File: src/cia_pkg.sv
package cia_pkg;

   localparam logic [3:0] OP_ADD  = 4'd0;
   localparam logic [3:0] OP_SUB  = 4'd1;
   localparam logic [3:0] OP_MUL  = 4'd2;
   localparam logic [3:0] OP_DIV  = 4'd3;
   localparam logic [3:0] OP_REM  = 4'd4;
   localparam logic [3:0] OP_NEG  = 4'd5;
   localparam logic [3:0] OP_PLUS = 4'd6;
   localparam logic [3:0] OP_NOT  = 4'd7;
   localparam logic [3:0] OP_AND  = 4'd8;
   localparam logic [3:0] OP_OR   = 4'd9;
   localparam logic [3:0] OP_XOR  = 4'd10;
   localparam logic [3:0] OP_CMP  = 4'd11;
   localparam logic [3:0] OP_SHLC = 4'd12;
   localparam logic [3:0] OP_SHL  = 4'd13;
   localparam logic [3:0] OP_SRA  = 4'd14;
   localparam logic [3:0] OP_SRL  = 4'd15;

   localparam logic [2:0] PRED_EQ = 3'd0;
   localparam logic [2:0] PRED_NE = 3'd1;
   localparam logic [2:0] PRED_LT = 3'd2;
   localparam logic [2:0] PRED_LE = 3'd3;
   localparam logic [2:0] PRED_GT = 3'd4;

   localparam logic [1:0] RSN_NONE     = 2'd0;
   localparam logic [1:0] RSN_OVERFLOW = 2'd1;
   localparam logic [1:0] RSN_DIVZERO  = 2'd2;
   localparam logic [1:0] RSN_SHIFT    = 2'd3;

   typedef enum logic [1:0] {
      MODE_PASS = 2'd0,
      MODE_MUL  = 2'd1,
      MODE_DIV  = 2'd2,
      MODE_REM  = 2'd3
   } mode_type;

   typedef struct packed {
      mode_type   mode;
      logic       sgn;
      logic       neg_q;
      logic       neg_r;
      logic       fail;
      logic [1:0] reason;
   } ctl_type;

endpackage

File: src/cia_cell.sv
module cia_cell
   import cia_pkg::*;
#(
   parameter int WIDTH = 32
) (
   input  logic               clock,
   input  logic               reset,
   input  logic               in_valid,
   output logic               in_ready,
   input  ctl_type            in_ctl,
   input  logic [WIDTH-1:0]   in_x,
   input  logic [WIDTH-1:0]   in_y,
   input  logic [2*WIDTH-1:0] in_acc,
   output logic               out_valid,
   input  logic               out_ready,
   output ctl_type            out_ctl,
   output logic [WIDTH-1:0]   out_x,
   output logic [WIDTH-1:0]   out_y,
   output logic [2*WIDTH-1:0] out_acc
);
   logic               valid_ff;
   ctl_type            ctl_ff;
   logic [WIDTH-1:0]   x_ff, x_in, y_ff;
   logic [2*WIDTH-1:0] acc_ff, acc_in;
   logic [WIDTH:0]     t, t_sub;
   logic               ge;

   // one bit per cell, msb of x first: shift-add or restoring divide step
   always_comb begin
      t = {in_acc[WIDTH-1:0], in_x[WIDTH-1]};
      t_sub = t - {1'b0, in_y};
      ge = t >= {1'b0, in_y};
      x_in = in_x;
      acc_in = in_acc;
      case (in_ctl.mode)
         MODE_MUL: begin
            acc_in = {in_acc[2*WIDTH-2:0], 1'b0}
                   + (in_x[WIDTH-1] ? {{WIDTH{1'b0}}, in_y} : '0);
            x_in = {in_x[WIDTH-2:0], 1'b0};
         end
         MODE_DIV, MODE_REM: begin
            acc_in = {{WIDTH{1'b0}}, (ge ? t_sub[WIDTH-1:0] : t[WIDTH-1:0])};
            x_in = {in_x[WIDTH-2:0], ge};
         end
         default: ;
      endcase
   end

   assign in_ready = !valid_ff || out_ready;

   always_ff @(posedge clock) begin
      if (reset) begin
         valid_ff <= 1'b0;
      end else if (in_ready) begin
         valid_ff <= in_valid;
      end
      if (in_ready && in_valid) begin
         ctl_ff <= in_ctl;
         x_ff <= x_in;
         y_ff <= in_y;
         acc_ff <= acc_in;
      end
   end

   assign out_valid = valid_ff;
   assign out_ctl = ctl_ff;
   assign out_x = x_ff;
   assign out_y = y_ff;
   assign out_acc = acc_ff;
endmodule

File: config.mk
export PLATFORM = sky130hd
export DESIGN_NAME = cia_cell
export DESIGN_NICKNAME = d
export VERILOG_FILES = /design/src/cia_pkg.sv /design/src/cia_cell.sv
export SDC_FILE = /design/constraint.sdc
export NUM_CORES = 1
export LEC_CHECK = 0
export BUFFER_PORTS_ARGS = -buffer_cell sky130_fd_sc_hd__buf_2
export CAP_MARGIN = 10
export CELL_PAD_IN_SITES_DETAIL_PLACEMENT = 1
export CELL_PAD_IN_SITES_GLOBAL_PLACEMENT = 2
export CORE_AREA = 2 2 175 177
export CTS_CLUSTER_DIAMETER = 60
export DETAILED_ROUTE_END_ITERATION = 16
export DIE_AREA = 0 0 177 179
export GPL_TIMING_DRIVEN = 0
export PLACE_DENSITY_LB_ADDON = 0.1
export REMOVE_ABC_BUFFERS = 1
export SYNTH_ARGS = -nofsm -noshare
export SYNTH_HDL_FRONTEND = slang
export SYNTH_SLANG_ARGS = --single-unit
File: constraint.sdc
create_clock -name clock -period 9.1 [get_ports clock]
set_clock_uncertainty 0.15 [all_clocks]
set_input_delay 2.275 -clock clock [delete_from_list [all_inputs] [get_ports clock]]
set_output_delay 2.275 -clock clock [all_outputs]
set_load 0.03 [all_outputs]
# Yosys cells after proc, flatten, opt, wreduce, memory -nomap -nowiden
# Cells that the tools add are included.
# word_totals
reg_bits	137
latchBits	0
mem_bits_rw	0
romBits	0
out_inout_bits	138
word_cells	24
mem_count	0
# classes
addsub	2
mul	0
div_mod_pow	0
magnitude_cmp	1
eq_ne	3
shift	0
mux	4
n_bitwise	0
n_reduce_logical	4
# ops
cell	n
$pmux W64 S2	1
$add A64 B32 Y64	1
$mux W32	2
$pmux W32 S2	1
$ge A33 B32 Y1	1
$sub A32 B32 Y32	1
$eq A2 B2 Y1 const B	2
$eq A2 B1 Y1 const B	1
$reduce_or A2 Y1	1
$logic_and A1 B1 Y1	1
$logic_not A1 Y1	1
$logic_or A1 B1 Y1	1

# Longest topological paths before layout
# Gate-level depths: netlist of the first run.
# depth
ltp_word	3
ltp_mapped	16

# Worst setup path after synthesis of the first run
# No wires, ideal clock.
# synth_timing
path_kind	input to register
start	input port out_ready
end	register acc_ff[0] (netlist: out_acc[0]) (enable)
setup_time_ns	0.511
arrival_ns	5.776
slack_ns	2.664
stages	2
path_buffers	0
cell_sequence	nand2b_1 -> and2_1
# synth_between
elab_chain_cells	2
# synth_lines
element	line_no	source
from (decl)	cia_cell.sv:15	input logic out_ready,
$logic_or A1 B1 Y1	cia_cell.sv:49	assign in_ready = !valid_ff || out_ready;
$logic_and A1 B1 Y1	cia_cell.sv:57	if (in_ready && in_valid) begin
to (signal assigned)	cia_cell.sv:61	acc_ff <= acc_in;
to (decl)	cia_cell.sv:24	logic [2*WIDTH-1:0] acc_ff, acc_in;
# No other way between the ends.
# A chain may end at the register's enable or synchronous reset.

# Final worst setup path of the first run
# layout_timing
start	input port in_x[31]
end	register acc_ff[63] (netlist: out_acc[63]) (data pin)
# layout_between
elab_chain_cells	3
# layout_lines
element	line_no	source
from (decl)	cia_cell.sv:11	input logic [WIDTH-1:0] in_x,
$mux W32	cia_cell.sv:38	+ (in_x[WIDTH-1] ? {{WIDTH{1'b0}}, in_y} : '0);
$add A64 B32 Y64	cia_cell.sv:38	
$pmux W64 S2	cia_cell.sv:35	case (in_ctl.mode)
via acc_in[63]	cia_cell.sv:24	
# The timed path passes the listed nets, and every way through them passes these cells.

==> results.toml, run 1 <==
[hold_path]
whs_path_depth = 2
hold_start = "out_valid$_SDFFE_PP0N_"
hold_end = "out_valid$_SDFFE_PP0N_"
min_path_type = "reg2reg"

[die]
rows = 64
core_mm2 = 0.0300
die_h_um = 179
start_util_pct = 34.3
dieWidth_um = 177
io_pins = 278
fp.dieArea_mm2 = 0.0317

[worst_setup_path]
critical_path_class = "in2reg"
path_max_fanout = 22
path_cells = "buf_2, clkinv_1, buf_16, nor2_1, ha_1, fa_1, a211oi_1, o21bai_2, a21oi_1, o211a_1, or3b_4, o21ai_2, a31oi_2, buf_6, or4_1, a311oi_1"
startpoint_type = "input pin"
end_kind = "register"
reg2reg_depth = 3
slowest_delay_ps = 500
arrival_ps = 6780
timing.rr.start = "out_valid$_SDFFE_PP0N_"
crit_buf_inv = 4
critPathTopFamily = "compound AO/OA/AOI/OAI gates"
r2r_end = "out_acc[9]$_DFFE_PP_"
cpMaxStageDelayCell = "or4_1"
crit_required_ps = 9200
reg2reg_slack_ps = 7320

[cells_and_area]
fillers = 3594
stdcell_count = 1754
area_growth_syn_to_layout_pct = 23.4
nets = 1550
final_area_mm2 = 0.0127
layout_common_cells = "buf_2 (276), edfxtp_1 (136), a21oi_1 (97)"
layout_commonest_cell = "buf_2"
drive_above_1_share_pct = 26.9

[global_route]
grt_pass1_vias = 9535
antenna_found_initial = 1
grt_first_pass_wirelength_um = 53800
overflow = 0
grt_usage_pct = 21.9
grt_max_degree = 72

[placement]
placed_cell_area_mm2 = 0.0121
place_congestion = 0.855
placed_cells = 1721
hpwl_um = 27000
portBuffers = 277

[timing]
fin_tns_setup_ps = 0
worst_pin_slew_ps = 1040
fin_crit_ps = 6670
drv_slew = 0
timing.final.crit_share_pct = 73.3
rsz0062_at_grt = "no"
slew-limit-headroom_pct = 29.7
fmax_mhz = 150
hold_viol_final = 0
setup_viol = 0

[synth]
netlist_instances = 1099
async_flop_share_pct = 0
syn-cell-area_mm2 = 0.0103
synth_area_leaders = "edfxtp_1 (40%), ha_1 (7.8%), a21oi_1 (4.7%)"
synth_top_cell_by_area = "edfxtp_1"
synth-main-ff-cell = "edfxtp_1"
yosys.cell_types.count = 68
synth_edf_count = 136
yosysWarnings = 0
synth_seq_cells = 137
syn_avg_cell_area_um2 = 9.38
seq_area_frac_synth_pct = 39.8
synth_top_area_share_pct = 39.6

[clock_network]
post_cts_buffers = 0
cts_resized = 0
hold_buffers = 0
cts.sinks = 137
clockBufferDepth = 2
cts_tree = "yes"
cts_buffers = 17
root_buffer = "clkbuf_16"
htreeDepth = 4
path_clk_slew_ps = 70
insertion_delay_ps = 430

[power]
peakVddDrop_mv = 0.107
leakage_uw = 0.00543
power.density_mw_per_mm2 = 164

[drt]
route.vias.total = 9548
vias_per_cell = 5.44
dr.first_iter.drc_count = 435
wirelength_um = 35200
drc = 0
ant_nets = 0
avgRoutedWirePerCell_um = 20.1
dr.pass1.iters = 5

[outcome]
run_status = "finished, final reports clean"

[job]
drv_cap = 0
==> synth_stat cells (10+ instances only) <==
cell,number
edfxtp_1,136
a21oi_1,97
nor2_1,97
nand2_1,82
ha_1,64
inv_1,56
o21ai_0,43
clkbuf_1,42
a21o_1,32
mux2_2,32
nand3_1,32
a211oi_1,29
xnor2_1,28
o211ai_1,27
xor2_1,22
or4_1,21
mux2i_1,20
nand4_1,18
nor2b_1,17
nor3_1,17
a31oi_1,15
and3_1,14
nand2b_1,11
o21a_1,11
or3_1,11
a311oi_1,10
==> worst max path at each step <==
stage	depth (start not counted)	slack, ps	startpoint	to
3_5_place_dp	16	1950	in_x[31]	out_acc[63]$_DFFE_PP_
4_1_cts	16	2400	in_x[31]	out_acc[63]$_DFFE_PP_
2_1_floorplan	2	2660	out_ready	out_acc[0]$_DFFE_PP_
3_3_place_gp	13	650	in_x[31]	out_acc[57]$_DFFE_PP_
6_report	16	2430	in_x[31]	out_acc[63]$_DFFE_PP_
5_1_grt	16	2210	in_x[31]	out_acc[63]$_DFFE_PP_
==> area by class of cell <==
class / instances / area (µm²) / share of cell area, %
Multi-Input combinational cell: 846 / 5770 / 45.4
Inverter: 57 / 214 / 1.68
Timing Repair Buffer: 285 / 1540 / 12.1
Clock buffer: 18 / 429 / 3.37
Antenna cell: 1 / 2.50 / 0.0197
Clock inverter: 14 / 158 / 1.24
Tap cell: 396 / 495 / 3.90
Sequential cell: 137 / 4100 / 32.3
==> worst register-to-register path, stage by stage, from the launching register on <==
cell and delay [ps]:
dfxtp_1 310, nand2b_1 110, and2_4 440, buf_16 360
==> per-stage QoR <==
stage	setup slack (ps)	utilization, %	hold slack [ps]	power, µW
global route	2210	42.3	435	2190
CTS	2400	42.3	405	2110
finish	2430	42.4	395	2090
floorplan	2660	-	710	1180
global placement	651	39.8	344	1380
detailed placement	1950	40.4	395	1390
==> metal layers <==
layer	GRT usage, %	up-vias	share of wire [%]
met3	3.37	22	4.8
met2	37.7	236	48
li1	-	4642	-
met1	28.9	4648	46
met5	0	-	0
met4	5.23	0	1.2
==> logic make-up (layout without fill, tap and decap cells) <==
| group | after synthesis | in the layout | share of synthesized area, % |
|---|---|---|---|
| XOR/XNOR | 50 | 50 | 4.25 |
| adder cells (fa/ha/maj) | 66 | 66 | 8.16 |
| other | 0 | 1 | 0 |
| AO/OA/AOI/OAI | 329 | 329 | 21.2 |
| flip-flops | 137 | 137 | 39.8 |
| multiplexers | 52 | 52 | 5.44 |
| AND/OR/NAND/NOR | 349 | 349 | 16.8 |
| buffers and inverters | 116 | 374 | 4.36 |
==> registers in the layout (all words and copies together) (netlist names) <==
name	cells
out_acc	64
out_y	32
out_valid	1
out_x	32
out_ctl	8
==> where the power goes <==
group / total, µW / internal (µW) / switching (µW)
combinational: 605 / 213 / 392
sequential: 767 / 756 / 11.1
clock: 718 / 390 / 328
total: 2090 / 1360 / 731
Power figures use the tool's default switching activity.
==> inputs of run 2 (changes only) <==
--- a/config.mk
+++ b/config.mk
@@ -5,14 +5,15 @@
 export SDC_FILE = /design/constraint.sdc
 export NUM_CORES = 1
 export LEC_CHECK = 0
+export ABC_AREA = 1
 export BUFFER_PORTS_ARGS = -buffer_cell sky130_fd_sc_hd__buf_2
 export CAP_MARGIN = 10
 export CELL_PAD_IN_SITES_DETAIL_PLACEMENT = 1
 export CELL_PAD_IN_SITES_GLOBAL_PLACEMENT = 2
-export CORE_AREA = 2 2 175 177
+export CORE_AREA = 2 2 213 215
 export CTS_CLUSTER_DIAMETER = 60
 export DETAILED_ROUTE_END_ITERATION = 16
-export DIE_AREA = 0 0 177 179
+export DIE_AREA = 0 0 215 217
 export GPL_TIMING_DRIVEN = 0
 export PLACE_DENSITY_LB_ADDON = 0.1
 export REMOVE_ABC_BUFFERS = 1
==> constraint.sdc (replaced) <==
create_clock -name clock -period 6.9 [get_ports clock]
set_clock_uncertainty 0.15 [all_clocks]
set_input_delay 1.725 -clock clock [delete_from_list [all_inputs] [get_ports clock]]
set_output_delay 1.725 -clock clock [all_outputs]
set_load 0.03 [all_outputs]
==> run 2 against run 1 <==
Compared with the run above:
- global-route usage up 2.1 points
- non-clock buffer count unchanged
- clock-buffer cell count down 1
- register-to-register slack worse by 2400 ps
- first-iteration DRC count up 52%
- hold slack better by 5.6 ps
==> results.toml, run 2 <==
[placement]
placed_cells = 2917
hpwl_um = 46400
portBuffers = 277
place_congestion = 0.883

[timing]
drv_slew = 0
rsz0062_at_grt = "no"
fin_crit_ps = 5190
timing.final.crit_share_pct = 75.2
worst_pin_slew_ps = 953
whs_ps = 401
fmax_mhz = 193
slew-limit-headroom_pct = 36.4
hold_viol_final = 0
setup_viol = 0

[drt]
dr.first_iter.drc_count = 663
drc = 0
avgRoutedWirePerCell_um = 18.8
vias_per_cell = 4.73
dr.pass1.iters = 4
wirelength_um = 55300
ant_nets = 0
route.vias.total = 14000

[die]
dieWidth_um = 215
die_h_um = 217
rows = 78
fp.dieArea_mm2 = 0.0467
start_util_pct = 28.6
core_mm2 = 0.0447
io_pins = 278

[synth]
synth_most_common_cell = "nand2_1"
async_flop_share_pct = 0
yosys.cell_types.count = 38
synth_top_area_share_pct = 31.9
seq_area_frac_synth_pct = 32.1
synth_seq_cells = 137
synth-main-ff-cell = "edfxtp_1"
synth_top_cell_by_area = "edfxtp_1"
synth_common_cells = "nand2_1 (845), inv_1 (394), nand3_1 (179)"
yosysWarnings = 0
syn_avg_cell_area_um2 = 6.19
synth_area_leaders = "edfxtp_1 (32%), nand2_1 (25%), inv_1 (12%)"
netlist_instances = 2066
syn-cell-area_mm2 = 0.0128
synth_edf_count = 136

[clock_network]
htreeDepth = 4
clockBufferDepth = 2
insertion_delay_ps = 500
path_clk_slew_ps = 70
root_buffer = "clkbuf_16"
hold_buffers = 0
cts_resized = 0
cts_tree = "yes"
cts_buffers = 17
post_cts_buffers = 0
cts.sinks = 137

[cells_and_area]
layout_commonest_cell = "nand2_1"
drive_above_1_share_pct = 15.0
nets = 2542
fin_util_pct = 34.8
layout_common_cells = "nand2_1 (845), inv_1 (394), buf_2 (277)"
area_growth_syn_to_layout_pct = 21.7
stdcell_count = 2949
fillers = 5925
largest_reg_flops = 64
diodes = 0

[global_route]
grt_max_degree = 55
grt_pass1_vias = 14400
grt_usage_pct = 24.1
overflow = 0
grt_first_pass_wirelength_um = 84700
antenna_found_initial = 0

[worst_setup_path]
r2r_end = "out_y[28]$_DFFE_PP_"
endpoint = "out_acc[23]$_DFFE_PP_"
arrival_ps = 5290
path_max_fanout = 34
reg2reg_slack_ps = 4960
startpoint = "in_x[31]"
timing.rr.start = "out_valid$_SDFFE_PP0N_"
critical_path_class = "in2reg"
startpoint_type = "input pin"
reg2reg_depth = 4
crit_required_ps = 7000
end_kind = "register"

[power]
power.density_mw_per_mm2 = 189
switching_share_pct = 39.2
p_comb_share_pct = 31.9
pwr-share-clk_pct = 33.6
peakVddDrop_mv = 0.153
p_int_uw = 1790
p_sw_uw = 1150
leakage_uw = 0.00849
seqPwrFrac_pct = 34.5

[hold_path]
min_path_type = "reg2reg"

[outcome]
run_status = "finished, final reports clean"

[job]
drv_cap = 0
## run 2: cell types whose count changed after synthesis, moves of 32 or more
cell     delta
nand2_1   +763
inv_1     +338
nand3_1   +147
nor2_1     +41
a21o_1     -32
mux2_2     -32
## run 2: how the worst min path moves through the flow
stage,cells after the start,slack (ps),end,start
6_report,2,400,out_valid$_SDFFE_PP0N_,out_valid$_SDFFE_PP0N_
5_1_grt,2,440,out_valid$_SDFFE_PP0N_,out_valid$_SDFFE_PP0N_
4_1_cts,2,400,out_valid$_SDFFE_PP0N_,out_valid$_SDFFE_PP0N_
3_5_place_dp,2,390,out_valid$_SDFFE_PP0N_,out_valid$_SDFFE_PP0N_
3_3_place_gp,2,340,out_valid$_SDFFE_PP0N_,out_valid$_SDFFE_PP0N_
2_1_floorplan,2,680,out_valid$_SDFFE_PP0N_,out_valid$_SDFFE_PP0N_
## run 2: kinds of logic (layout without fill, tap and decap cells)
kind of cell | after synthesis | in the layout | synth area share [%]
compound gates | 143 | 143 | 5.90
xor+xnor | 15 | 15 | 1.03
fa+ha+maj | 66 | 66 | 6.58
buf+inv | 435 | 718 | 13.0
flops | 137 | 137 | 32.1
simple gates | 1270 | 1270 | 41.4
## run 2: power by group through the flow
| stage | registers (µW) | clock network, µW | logic (µW) |
|---|---|---|---|
| global route | 1020 | 1040 | 1040 |
| detailed placement | 1030 | 0 | 946 |
| global placement | 1050 | 0 | 925 |
| finish | 1010 | 987 | 936 |
| floorplan | 1170 | 0 | 450 |
| CTS | 1020 | 1010 | 950 |
## run 2: cell type report
cell class	instances	area (µm²)	area share (%)
clock inverters	15	171	1.10
flip-flops and latches	137	4100	26.4
well taps	600	751	4.82
repair buffers	285	1560	10.0
clock buffers	17	425	2.73
inverters	401	1510	9.68
multi-input cells	1494	7050	45.3
## run 2: layer usage
layer	part of all wire, %	track usage (%)	vias up	routed length (µm)
li1	-	-	6997	-
met1	47	31.5	6653	25800
met2	48	41.2	280	26300
met3	4.7	4.67	30	2620
met4	1.1	5.13	0	606
met5	0	0	-	0
## run 2: critical path, cell delays in order
cell and delay (ps):
buf_2 590, inv_1 140, ha_1 360, inv_1 60
nor2_1 110, nand3_1 110, nor2_1 40, nand2_1 90
nand3_2 100, nor2_4 670, nand2_4 480, nand2_2 500
nand2_1 110, nand2_1 100, nand2_1 50
## run 2: metrics by stage
step	TNS, ps	total power, µW	cell area, µm²	setup slack, ps
after floorplan	-304410	1620	12600	-2240
after global placement	-971700	1970	14800	-5590
after detailed placement	0	1980	15000	1200
after CTS	0	2980	15600	1740
after global routing	0	3100	15600	1490
final	0	2940	15600	1710
==> inputs of run 3 (changes only) <==
--- a/config.mk
+++ b/config.mk
@@ -5,15 +5,15 @@
 export SDC_FILE = /design/constraint.sdc
 export NUM_CORES = 1
 export LEC_CHECK = 0
-export ABC_AREA = 1
+export ABC_AREA = 0
 export BUFFER_PORTS_ARGS = -buffer_cell sky130_fd_sc_hd__buf_2
 export CAP_MARGIN = 10
 export CELL_PAD_IN_SITES_DETAIL_PLACEMENT = 1
 export CELL_PAD_IN_SITES_GLOBAL_PLACEMENT = 2
-export CORE_AREA = 2 2 213 215
+export CORE_AREA = 2 2 192 194
 export CTS_CLUSTER_DIAMETER = 60
 export DETAILED_ROUTE_END_ITERATION = 16
-export DIE_AREA = 0 0 215 217
+export DIE_AREA = 0 0 194 196
 export GPL_TIMING_DRIVEN = 0
 export PLACE_DENSITY_LB_ADDON = 0.1
 export REMOVE_ABC_BUFFERS = 1
==> constraint.sdc (replaced) <==
create_clock -name clock -period 4.5 [get_ports clock]
set_clock_uncertainty 0.15 [all_clocks]
set_input_delay 1.125 -clock clock [delete_from_list [all_inputs] [get_ports clock]]
set_output_delay 1.125 -clock clock [all_outputs]
set_load 0.03 [all_outputs]
==> run 3 against run 2 <==
Compared with the run above:
- cell count is 38% lower
- hold slack worse by 20 ps
- largest power group unchanged
- setup slack got worse by 1600 ps
==> results.toml, run 3 (synthesized netlist as in run 1, its figures left out) <==
[timing]
drv_slew = 0
fmax_mhz = 226
hold_viol_final = 0
timing.final.crit_share_pct = 98.3
worst_pin_slew_ps = 1070
fin_crit_ps = 4430
whs_ps = 381
slew-limit-headroom_pct = 28.3
setup_viol = 0

[die]
dieWidth_um = 194
core_mm2 = 0.0361
rows = 70
fp.dieArea_mm2 = 0.0380
io_pins = 278
die_h_um = 196
start_util_pct = 28.6

[clock_network]
cts_tree = "yes"
cts_buffers = 17
clockBufferDepth = 2
insertion_delay_ps = 450
root_buffer = "clkbuf_16"
cts.sinks = 137
hold_buffers = 0
htreeDepth = 4
path_clk_slew_ps = 60

[placement]
placed_cells = 1790
portBuffers = 277
place_congestion = 0.877
hpwl_um = 28000
placed_cell_area_mm2 = 0.0122

[hold_path]
whs_path_depth = 2
min_path_type = "reg2reg"

[worst_setup_path]
reg2reg_depth = 3
end_kind = "register"
crit_required_ps = 4620
arrival_ps = 4550
critical_path_class = "in2reg"
startpoint_type = "input pin"
path_max_fanout = 20

[power]
power.density_mw_per_mm2 = 325
leakage_uw = 0.00550
peakVddDrop_mv = 0.272
fin_total_pwr_uw = 4240

[cells_and_area]
area_growth_syn_to_layout_pct = 26.6
diodes = 0
final_area_mm2 = 0.0130
fillers = 4216
drive_above_1_share_pct = 28.9
stdcell_count = 1836
nets = 1561
layout_common_cells = "buf_2 (274), edfxtp_1 (136), a21oi_1 (95)"
largest_reg_flops = 64
layout_commonest_cell = "buf_2"

[global_route]
grt_pass1_vias = 9640
grt_usage_pct = 19.3
grt_first_pass_wirelength_um = 57000
grt_max_degree = 70
overflow = 0
antenna_found_initial = 1

[drt]
dr.first_iter.drc_count = 489
dr.pass1.iters = 4
vias_per_cell = 5.19
drc = 0
route.vias.total = 9524
ant_nets = 0
wirelength_um = 37300
avgRoutedWirePerCell_um = 20.3

[job]
drv_cap = 0

[outcome]
run_status = "finished, final reports clean"
[run 3: cell count changes in the layout (fill, tap and decap cells not counted), sizes merged, moves of 32 or more]
cell / before / now
nand3: 181 / 32
a21o: 0 / 32
nand2: 856 / 82
inv: 411 / 65
nor2: 146 / 97
mux2: 0 / 32
[run 3: repair_timing]
item                                    4_1_cts  5_1_grt
endpoints found under the setup margin       55       31
endpoints found under the hold margin         0        0
cloned                                        0        1
pin swaps                                     6       11
buffers inserted                              2       11
resized for setup                            15       16
[run 3: final timing paths]
kind | start | endpoint | slack (ps)
hold reg to reg | out_valid$_SDFFE_PP0N_ | out_valid$_SDFFE_PP0N_ | 380
setup reg to reg | out_valid$_SDFFE_PP0N_ | out_y[12]$_DFFE_PP_ | 2690
setup / recovery | in_x[31] | out_acc[61]$_DFFE_PP_ | 70
hold / removal | out_valid$_SDFFE_PP0N_ | out_valid$_SDFFE_PP0N_ | 380
[run 3: critical path: stages]
cell and delay (ps):
clkbuf_4 150, clkinv_8 60, buf_16 150, nor2_2 120
ha_2 220, fa_2 250, a211oi_2 90, o21bai_2 250
a21oi_4 110, o211a_4 260, or3b_4 440, o21ai_4 220
a31oi_4 110, buf_8 170, or4_1 500, a311oi_1 260
[run 3: layer usage]
metal / GRT usage (%) / up-vias / part of all wire (%)
met2: 32.7 / 209 / 48
met4: 5.08 / 2 / 1.0
met3: 3.16 / 19 / 3.9
met1: 25.6 / 4628 / 47
met5: 0 / - / 0.038
li1: - / 4666 / -
[run 3: final cells by class]
class / count / area (µm²) / share of cell area (%)
Multi-Input combinational cell: 847 / 5940 / 45.5
Sequential cell: 137 / 4100 / 31.5
Inverter: 57 / 226 / 1.74
Clock buffer: 17 / 425 / 3.26
Tap cell: 468 / 586 / 4.49
Clock inverter: 15 / 158 / 1.21
Timing Repair Buffer: 295 / 1610 / 12.4
[run 3: report_power, final]
group,switching [µW],leakage [µW],internal [µW],total [µW]
combinational,813,0.00389,444,1260
clock,654,0.000282,784,1440
sequential,21.9,0.00133,1530,1550
total,1490,0.00550,2760,4240
[run 3: metrics by stage]
step	setup TNS [ps]	utilization [%]	setup slack, ps
after detailed placement	-59080	33.8	-1500
after CTS	0	35.7	1.79
after floorplan	-116050	-	-786
after global placement	-483490	33.4	-2950
final	0	36.2	74.6
after global routing	-32.3	36.2	-18.0
